--- config.mk ---
export PLATFORM = sky130hd
export DESIGN_NAME = sfps_cell
export DESIGN_NICKNAME = d
export VERILOG_FILES = /design/src/design/sfps_pkg.sv /design/src/design/sfps_cell.sv
export SDC_FILE = /design/constraint.sdc
export NUM_CORES = 1
export LEC_CHECK = 0
export ABC_AREA = 1
export BUFFER_PORTS_ARGS = -buffer_cell sky130_fd_sc_hd__buf_2
export CAP_MARGIN = 0
export CORE_MARGIN = 5
export CORE_UTILIZATION = 43
export CTS_CLUSTER_SIZE = 12
export DETAILED_ROUTE_END_ITERATION = 6
export PLACE_DENSITY = 0.87
export SLEW_MARGIN = 20
export SYNTH_ARGS = -nofsm -noshare
export SYNTH_HDL_FRONTEND = slang
export SYNTH_SLANG_ARGS = --single-unit
--- constraint.sdc ---
create_clock -name i_clk -period 2.5 [get_ports i_clk]
set_input_delay 0.25 -clock i_clk [delete_from_list [all_inputs] [get_ports i_clk]]
set_output_delay 0.25 -clock i_clk [all_outputs]
set_load 0.02 [all_outputs]
--- src/design/sfps_pkg.sv ---
// Shared types and codes for the shift FIFO with popped-value sum.
// Holds the request, response and configuration beat layouts and the cell control.
// Depends on nothing; the cell, top level and checker refer to it by scoped names.
package sfps_pkg;

    // Request operation codes.
    typedef enum logic [1:0] {
        OP_PUSH       = 2'd0,
        OP_POP        = 2'd1,
        OP_READ_HEAD  = 2'd2,
        OP_READ_INDEX = 2'd3
    } t_op;

    // Response error codes.
    typedef enum logic [2:0] {
        ERR_OK          = 3'd0,
        ERR_PUSH_FULL   = 3'd1,
        ERR_HEAD_EMPTY  = 3'd2,
        ERR_POP_EMPTY   = 3'd3,
        ERR_READ_EMPTY  = 3'd4,
        ERR_INDEX_RANGE = 3'd5
    } t_err;

    localparam int unsigned VALUE_W = 32;
    localparam int unsigned INDEX_W = 4;
    localparam int unsigned CAP_W   = 5;
    localparam int unsigned OCC_W   = 5;
    localparam int unsigned SUM_W   = 64;

    // Capacity after reset.
    localparam logic [CAP_W-1:0] CAP_RESET = 5'd16;

    // One request beat.
    typedef struct packed {
        t_op                       opcode;
        logic signed [VALUE_W-1:0] value;
        logic [INDEX_W-1:0]        index;
    } t_req;

    // One response beat.
    typedef struct packed {
        logic signed [VALUE_W-1:0] read_data;
        t_err                      error_code;
        logic                      is_empty;
        logic                      is_full;
        logic [OCC_W-1:0]          occupancy;
        logic signed [SUM_W-1:0]   popped_total;
    } t_rsp;

    // One configuration beat: the capacity register.
    typedef struct packed {
        logic [CAP_W-1:0] capacity;
    } t_cfg;

    // Per-cell control from the queue controller.
    typedef struct packed {
        logic shift;
        logic load;
    } t_cell_ctl;

endpackage

--- src/design/sfps_cell.sv ---
// One storage cell of the shift FIFO.
// It loads a pushed value, takes its upper neighbor's value on a pop, or holds.
// Uses sfps_pkg for the cell control struct.
module sfps_cell #(
    parameter int unsigned DATA_WIDTH = 32
) (
    input  logic                  i_clk,
    input  sfps_pkg::t_cell_ctl   i_ctl,
    input  logic [DATA_WIDTH-1:0] i_push_data,
    input  logic [DATA_WIDTH-1:0] i_next_data,
    output logic [DATA_WIDTH-1:0] o_data
);

    logic [DATA_WIDTH-1:0] r_data;
    logic [DATA_WIDTH-1:0] n_data;

    // A pop and a push never come in the same beat.
    always_comb begin
        n_data = r_data;
        if (i_ctl.shift) begin
            n_data = i_next_data;
        end else if (i_ctl.load) begin
            n_data = i_push_data;
        end
    end

    // Payload only, so no reset.
    always_ff @(posedge i_clk) begin
        r_data <= n_data;
    end

    assign o_data = r_data;

endmodule

* Word-level counts from Yosys, hierarchy flattened
Index checks and enable logic that the tools add are counted. W data, S select, Z words.
Cells by class: muxes and demuxes 2, reductions and logical operators 1
Operators with widths (count):
- $mux W32 | 2
- $reduce_bool A2 Y1 | 1
Word-level totals: flip-flop bits (word level) 32, input port bits 67, output and inout port bits 32, logic and storage cells 4

* Longest topological paths before layout
Gate-level depths: netlist of the first run.
depth in word-level cells 2, mapped depth 5

* Worst setup path before layout of the first run
Ideal clock, no wire load.
path type in2reg, from input port i_ctl[1] (netlist bit), to register r_data[0], in the netlist o_data[0], enable pin, data arrival time 0.881 ns, required time 2.171 ns, slack 1.290 ns, stages on the path 2, path buffers 1, cell sequence buf_6 or2_2
Between the ends: cells in the longest elaborated chain, start to end 1
RTL lines:
- from (decl) | line sfps_cell.sv:8 | input sfps_pkg::t_cell_ctl i_ctl,
- $reduce_bool A2 Y1 (no line)
- to (signal assigned) | line sfps_cell.sv:29 | r_data <= n_data;
- to (decl) | line sfps_cell.sv:14 | logic [DATA_WIDTH-1:0] r_data;
No other way between the ends. A chain may end at the register's enable or synchronous reset.

* Worst setup path in the final report of the first run
from register r_data[26], in the netlist o_data[26], to output port o_data[26]
RTL lines:
- to (decl) | line sfps_cell.sv:11 | output logic [DATA_WIDTH-1:0] o_data
No word-level cell between the ends.

==> flow_summary_export.csv, run 1 <==
group,metric,value,unit
clock_tree,holdBufCountCts,0,
clock_tree,post_cts_buffers,0,
die,dieArea,4500,µm²
placed_design,portBuffers,98,
timing,drv_slew,0,
grt,grt_max_degree,34,
logic_synthesis,yosys_warnings,0,
worst_setup_path,critPathMaxStageDelay,380,ps
logic_synthesis,synth_top_area_share,68.6,%
cells_and_area,drive_gt1_share,45.3,%
die,start_util,45.5,%
clock_tree,numCtsBuffers,5,
timing,max_slew_margin,52.9,%
logic_synthesis,synthSimpleGateAreaFrac,26.2,%
timing,max_freq,0.896,GHz
logic_synthesis,synth_fp_nets,204,
worst_setup_path,worst_ep_arrival_time,870,ps
logic_synthesis,synth_area_per_cell,10.2,µm²
worst_setup_path,crit_path_top_delay_cell,"edfxtp_1",
logic_synthesis,yosysMostFrequentCell,"nand2_1",
power_and_ir_drop,ir_drop,0.349,mV
die,boundaryPins,99,
worst_setup_path,cp-start-kind,"flop",
routing,drtAntennaViolNets,0,
timing,worst-slew-pin-transition,706,ps
cells_and_area,fin_util,62.8,%
routing,dr.pass1.iters,4,
power_and_ir_drop,power_switching,0.000324,W
die,rows,20,
flow_run,drv_cap,0,
worst_setup_path,worst-setup-path-type,"flop to output port",
power_and_ir_drop,switching_share,27.5,%
outcome,status,"complete, no violations",
worst_setup_path,crit_chain,"buf_2",
cells_and_area,syn_to_final_growth,37.9,%
logic_synthesis,synth-edff-count,32,
worst_hold_path,hold_class,"input port to flop",
cells_and_area,diodes,0,
worst_setup_path,required,2250,ps
worst_setup_path,crit_family,"flip-flops",
cells_and_area,final_nets,303,
routing,via_count,1238,
die,die_y,67.1,µm
clock_tree,cts_sinks,32,
clock_tree,cts-root-buf,"clkbuf_4",
cells_and_area,largest_reg_flops,32,
power_and_ir_drop,p_int,0.000854,W
routing,wl_per_cell,11.9,µm
grt,grt-ovfl-total,0,
timing,fin_setup_tns,0,ps
logic_synthesis,post-synth-top-area-cell,"edfxtp_1",
clock_tree,cts_tree,"yes",
power_and_ir_drop,pwr-share-comb,21.3,%
power_and_ir_drop,power_per_cell_area,609,nW/µm²
logic_synthesis,seq_area_frac_synth,68.6,%
grt,antenna_found_initial,0,
grt,grt_use_total,15.8,%
power_and_ir_drop,clock_power_share,21.8,%
placed_design,gp_congestion,0.714,
routing,first_iter_violations,97,
worst_setup_path,cp_max_fo,1,
cells_and_area,layout.cells.non_filler,280,
clock_tree,cts_max_level,2,
timing,whs,188,ps
logic_synthesis,synth_top_cells_by_count,"nand2_1, edfxtp_1, buf_6, buf_4",
logic_synthesis,netlist_top_cells_area,"edfxtp_1, nand2_1, buf_6, buf_4, inv_4",
timing,timing_hold_violations_final,0,
routing,via_per_inst,4.42,
timing,rsz0062_at_grt,"no",
logic_synthesis,ys_async_sr_fraction,0,%
power_and_ir_drop,p_total,0.00118,W
timing,final.min_clock_period,1120,ps
worst_setup_path,crit_buf_inv,1,
routing,drt-total-wl,3320,µm
logic_synthesis,synth_seq_cells,32,
logic_synthesis,synth_compound_area_share,0,%
die,core-area,3080,µm²
placed_design,dp_cells,273,
grt,grt_pass1_vias,1206,
logic_synthesis,synth_adder_area_share,0,%
die,fp.dieW,67.1,µm
power_and_ir_drop,p_seq_share,56.8,%
logic_synthesis,synth_top_family_by_area,"simple AND/OR/NAND/NOR gates",
worst_setup_path,end_kind,"output port",
logic_synthesis,syn_area,1400,µm²
timing,setup_viol,0,
timing,period_share,44.6,%
logic_synthesis,synthDistinctLibCells,6,
logic_synthesis,syn_inst,137,
clock_tree,cts_resized,0,
power_and_ir_drop,p_leak,1.04,nW
cells_and_area,final.fill_count,275,
logic_synthesis,synth_xor_area_share,0,%
clock_tree,clk_path_buf_depth,2,
clock_tree,clk_pin_slew,90,ps
routing,route.detailed.drc,0,
grt,grt_pass1_wl,5120,µm
logic_synthesis,synth_mux_area_share,0,%
placed_design,place_hpwl,2570,µm
logic_synthesis,synthFlopType,"edfxtp_1",
[layout by cell type (no fill, tap or decap), drive strengths merged]
cell	n
edfxtp	32
buf	99
clkinv	1
nand2	96
clkbuf	6
or2	1
inv	1
[area by class of cell]
class / instances / area, µm² / area share (%)
timing repair buffer: 99 / 498 / 25.8
clock inverter: 1 / 5.00 / 0.259
clock buffer: 6 / 41.3 / 2.14
multi-input combinational: 97 / 367 / 19.0
tap: 44 / 55.1 / 2.85
inverter: 1 / 6.26 / 0.324
sequential: 32 / 961 / 49.7
[worst paths after layout]
check	cells past startpoint	end	slack, ps	start
max	1	o_data[26]	1380	o_data[26]$_DFFE_PP_
min	3	o_data[19]$_DFFE_PP_	190	i_push_data[19]
[metrics by stage]
step	area, µm²	setup slack, ps
floorplan	1400	1290
finish	1930	1380
CTS	1930	1350
global placement	1890	1210
detailed placement	1890	1180
global route	1930	1330
[layer usage]
| layer | wire length [µm] | track usage, % |
|---|---|---|
| met1 | 1050 | 13.7 |
| met3 | 444 | 8.26 |
| met4 | 51 | 7.59 |
| met2 | 1780 | 29.2 |
| met5 | 0 | 0 |
[power groups by stage]
stage	clock, W	sequential (W)	combinational, W
floorplan	0	0.000765	0.0000637
global placement	0	0.000681	0.000250
detailed placement	0	0.000683	0.000255
CTS	0.000268	0.000671	0.000256
global route	0.000296	0.000676	0.000276
finish	0.000257	0.000670	0.000251
[cell families after synthesis]
| kind of cell | count (synthesis) |
|---|---|
| and+or+nand+nor | 97 |
| buffers and inverters | 8 |
| DFF | 32 |
Power figures use the tool's default switching activity.
==> inputs of run 2 (changes only) <==
- CORE_UTILIZATION: 43 -> 36
- PLACE_DENSITY: 0.87 -> 0.78
- clock period: 2.5 -> 0.9 ns (I/O delays scaled with it)
==> run 2 against run 1 <==
Net effect:
- the flow now finishes with violations (negative setup slack)
- highest routed layer unchanged
- sequential power increased to 2.8 times the previous value
- largest power group unchanged
- critical path type unchanged
- design area grew 8.0%
- critical path depth unchanged
- first-iteration DRC count shrank 57%
==> flow_summary_export.csv, run 2 (synthesis gave the netlist of run 1 again) <==
group,metric,value,unit
outcome,status,"finished, violations left",
outcome,violations,"negative setup slack",
timing,worst-slew-pin-transition,429,ps
power_and_ir_drop,power_per_cell_area,1760,nW/µm²
timing,final.min_clock_period,910,ps
flow_run,drv_cap,0,
cells_and_area,final_nets,304,
clock_tree,clk_pin_slew,60,ps
clock_tree,cts_tree,"yes",
power_and_ir_drop,p_leak,1.09,nW
worst_setup_path,cp_max_fo,1,
placed_design,dp_cells,278,
routing,dr.pass1.iters,4,
cells_and_area,syn_to_final_growth,49.0,%
clock_tree,clk_path_buf_depth,2,
routing,drtAntennaViolNets,0,
die,rows,22,
placed_design,place_hpwl,2550,µm
die,dieArea,5240,µm²
worst_setup_path,crit_path_top_delay_cell,"edfxtp_1",
grt,antenna_found_initial,0,
clock_tree,cts_sinks,32,
routing,via_count,1234,
grt,grt-ovfl-total,0,
die,boundaryPins,99,
grt,grt_max_degree,33,
clock_tree,cts-root-buf,"clkbuf_8",
cells_and_area,final_common_cell,"nand2_1",
worst_setup_path,crit_family,"flip-flops",
power_and_ir_drop,p_seq_share,51.5,%
cells_and_area,final.fill_count,361,
worst_hold_path,hold_class,"input port to flop",
routing,wl_per_cell,11.5,µm
worst_setup_path,critPathMaxStageDelay,400,ps
routing,first_iter_violations,42,
die,die_y,72.4,µm
worst_setup_path,required,810,ps
cells_and_area,diodes,0,
timing,drv_slew,0,
clock_tree,holdBufCountCts,0,
worst_setup_path,crit_chain,"buf_6",
timing,max_slew_margin,71.4,%
grt,grt_pass1_vias,1169,
placed_design,portBuffers,98,
cells_and_area,layout_common_cells,"nand2_1, buf_2, edfxtp_1",
worst_setup_path,crit_buf_inv,1,
placed_design,pre_cts_slack,-56.7,ps
power_and_ir_drop,pwr-share-comb,21.7,%
worst_setup_path,cp-startpoint,"o_data[13]$_DFFE_PP_",
routing,route.detailed.drc,0,
cells_and_area,register_area,961,µm²
worst_setup_path,worst-setup-path-type,"flop to output port",
power_and_ir_drop,ir_drop,0.886,mV
timing,setup_viol,3,
power_and_ir_drop,p_int,0.00273,W
timing,timing_hold_violations_final,0,
grt,grt_pass1_wl,5040,µm
placed_design,gp_congestion,0.743,
die,fp.dieW,72.4,µm
cells_and_area,drive_gt1_share,45.0,%
cells_and_area,layout.cells.non_filler,286,
power_and_ir_drop,clock_power_share,26.9,%
worst_setup_path,end_kind,"output port",
worst_hold_path,hold_start,"i_push_data[16]",
timing,period_share,101,%
die,core-area,3720,µm²
worst_setup_path,worst_ep_arrival_time,820,ps
timing,max_freq,1.10,GHz
clock_tree,cts_max_level,2,
power_and_ir_drop,power_switching,0.000940,W
die,start_util,37.7,%
timing,setup_ws,-10.2,ps
cells_and_area,largest_reg_flops,32,
routing,via_per_inst,4.31,
timing,rsz0062_at_grt,"yes",
worst_setup_path,cp-start-kind,"flop",
power_and_ir_drop,switching_share,25.6,%
routing,drt-total-wl,3280,µm
cells_and_area,multi_input_area,369,µm²
clock_tree,numCtsBuffers,5,
grt,grt_use_total,12.3,%
==> run 2: cell count changes in the layout (fill, tap and decap cells not counted) <==
cell,change
buf_2,-17
buf_4,+1
buf_6,+17
clkbuf_1,+1
clkbuf_4,-5
clkbuf_8,+5
clkinv_1,+1
clkinv_2,-1
or2_2,-1
or2_4,+1
==> run 2: final cells by class <==
class / instances / area share (%)
flip-flops and latches: 32 / 46.0
repair buffers: 100 / 29.3
multi-input cells: 97 / 17.7
clock buffers: 7 / 3.65
well taps: 48 / 2.88
inverters: 1 / 0.300
clock inverters: 1 / 0.180
==> run 2: timing repair <==
item | 4_1_cts | 5_1_grt
endpoints found under the setup margin | 11 | 25
setup buffers | 0 | 0
resized for setup | 12 | 22
==> run 2: metal layers <==
metal / track usage (%) / part of all wire [%]
met5: 0 / 0
met4: 5.53 / 1.2
met3: 3.60 / 11
met2: 21.2 / 51
met1: 14.2 / 37
==> run 2: worst paths after layout <==
| kind | to | cells past startpoint |
|---|---|---|
| worst max-delay path | o_data[13] | 1 |
| worst min-delay path | o_data[16]$_DFFE_PP_ | 3 |
==> run 2: stage by stage <==
step                hold WS, ps  area, µm²  util [%]  TNS [ps]  power (W)
finish                     84.2       2090      56.2     -25.0    0.00367
global route               84.8       2090      56.2      -464    0.00385
CTS                        72.8       2020      54.3      -106    0.00365
detailed placement          357       1900      51.2     -2880    0.00261
global placement            354       1900      51.2     -1880    0.00259
floorplan                   269       1400         -         0    0.00230
==> run 2: power by group through the flow <==
| stage | registers, W | logic, W | clock network, W |
|---|---|---|---|
| 6_report | 0.00189 | 0.000795 | 0.000986 |
| 5_1_grt | 0.00190 | 0.000858 | 0.00109 |
| 4_1_cts | 0.00188 | 0.000743 | 0.00103 |
| 3_5_place_dp | 0.00190 | 0.000709 | 0 |
| 3_3_place_gp | 0.00189 | 0.000699 | 0 |
| 2_1_floorplan | 0.00212 | 0.000179 | 0 |
==> inputs of run 3 (changes only) <==
- PLACE_DENSITY: 0.78 -> 0.75
==> run 3 against run 2 <==
Net effect:
- critical path type unchanged
- power up 0.42%
- final cell count unchanged
- the run still ends with negative setup slack left
- first-iteration DRC count up 24%
- largest cell class unchanged
==> flow_summary_export.csv, run 3 (synthesis gave the netlist of run 1 again) <==
group,metric,value,unit
placed_design,pre_cts_slack,-86.1,ps
routing,route.detailed.drc,0,
outcome,status,"finished, violations left",
timing,rsz0062_at_grt,"yes",
cells_and_area,finalInstanceArea,2090,µm²
clock_tree,cts_sinks,32,
worst_setup_path,cp-start-kind,"flop",
cells_and_area,layout_common_cells,"nand2_1, buf_2, edfxtp_1",
die,rows,22,
die,start_util,37.7,%
timing,max_freq,1.10,GHz
cells_and_area,final_nets,304,
worst_setup_path,critPathMaxStageDelay,380,ps
worst_setup_path,end_kind,"output port",
die,dieArea,5240,µm²
timing,period_share,101,%
clock_tree,clk_pin_slew,60,ps
placed_design,place_hpwl,2600,µm
grt,grt-ovfl-total,0,
grt,grt_pass1_vias,1233,
worst_setup_path,cp_max_fo,1,
grt,grt_use_total,12.8,%
clock_tree,numCtsBuffers,5,
worst_setup_path,crit_chain,"buf_2",
cells_and_area,final.fill_count,352,
worst_setup_path,crit_family,"flip-flops",
grt,antenna_found_initial,0,
cells_and_area,drive_gt1_share,45.0,%
die,die_y,72.4,µm
cells_and_area,largest_reg_flops,32,
clock_tree,cts_resized,18,
worst_hold_path,hold_start,"i_push_data[14]",
worst_setup_path,worst_ep_arrival_time,820,ps
clock_tree,post_cts_buffers,0,
placed_design,post_dp_cell_area,1900,µm²
grt,grt_max_degree,33,
placed_design,gp_congestion,0.710,
power_and_ir_drop,p_total,0.00369,W
cells_and_area,diodes,0,
routing,wl_per_cell,11.8,µm
routing,first_iter_violations,52,
clock_tree,cts_max_level,2,
timing,setup_ws,-12.6,ps
outcome,violations,"negative setup slack",
worst_setup_path,cp-startpoint,"o_data[10]$_DFFE_PP_",
timing,drv_slew,0,
timing,setup_viol,3,
routing,dr.pass1.iters,5,
die,fp.dieW,72.4,µm
die,core-area,3720,µm²
power_and_ir_drop,power_per_cell_area,1770,nW/µm²
clock_tree,clk_path_buf_depth,2,
flow_run,drv_cap,0,
worst_setup_path,worst-setup-path-type,"flop to output port",
timing,max_slew_margin,71.1,%
worst_setup_path,crit_path_top_delay_cell,"edfxtp_1",
grt,grt_pass1_wl,5090,µm
cells_and_area,syn_to_final_growth,49.0,%
routing,drtAntennaViolNets,0,
clock_tree,cts-root-buf,"clkbuf_8",
routing,via_count,1250,
cells_and_area,register_area,961,µm²
clock_tree,holdBufCountCts,0,
routing,via_per_inst,4.37,
power_and_ir_drop,ir_drop,0.809,mV
worst_hold_path,hold_class,"input port to flop",
timing,final.min_clock_period,913,ps
placed_design,portBuffers,98,
die,boundaryPins,99,
clock_tree,cts_tree,"yes",
worst_setup_path,crit_buf_inv,1,
routing,drt-total-wl,3380,µm
cells_and_area,multi_input_area,369,µm²
worst_setup_path,required,810,ps
cells_and_area,final_common_cell,"nand2_1",
power_and_ir_drop,p_leak,1.09,nW
timing,timing_hold_violations_final,0,
timing,worst-slew-pin-transition,433,ps
[run 3: cell counts in the layout (fill, tap and decap cells not counted)]
No cell type changed its count.
[run 3: worst paths after layout]
check,end,cells past startpoint
max,o_data[10],1
min,o_data[14]$_DFFE_PP_,3
[run 3: power breakdown]
| part | internal (W) | switching (W) |
|---|---|---|
| Clock | 0.000537 | 0.000463 |
| Combinational | 0.000360 | 0.000436 |
| Sequential | 0.00183 | 0.0000565 |
| Total | 0.00273 | 0.000955 |
[run 3: per-layer routing]
metal  GRT usage [%]  up-vias  routed length, µm
li1                -      637                  -
met1            13.3      547               1180
met2            22.5       64               1770
met3            5.68        2                408
met4            4.92        0                 25
met5               0        -                  0
[run 3: tightest hold or removal path, cell delays in order]
cell and delay [ps]:
buf_2 70, nand2_1 40, nand2_1 40
[run 3: metrics by stage]
step | hold WS, ps | utilization, % | TNS, ps | instances
6_report | 76.2 | 56.2 | -35.5 | 286
5_1_grt | 78.1 | 56.2 | -755 | 286
4_1_cts | 70.0 | 54.8 | -194 | 286
3_5_place_dp | 361 | 51.2 | -4550 | 278
3_3_place_gp | 353 | 51.2 | -3050 | 278
2_1_floorplan | 269 | - | 0 | 137
[run 3: layout make-up]
| class | instances | share of cell area [%] |
|---|---|---|
| tap | 48 | 2.88 |
| sequential | 32 | 46.0 |
| clock inverter | 1 | 0.180 |
| clock buffer | 7 | 3.65 |
| timing repair buffer | 100 | 29.3 |
| inverter | 1 | 0.300 |
| multi-input combinational | 97 | 17.7 |
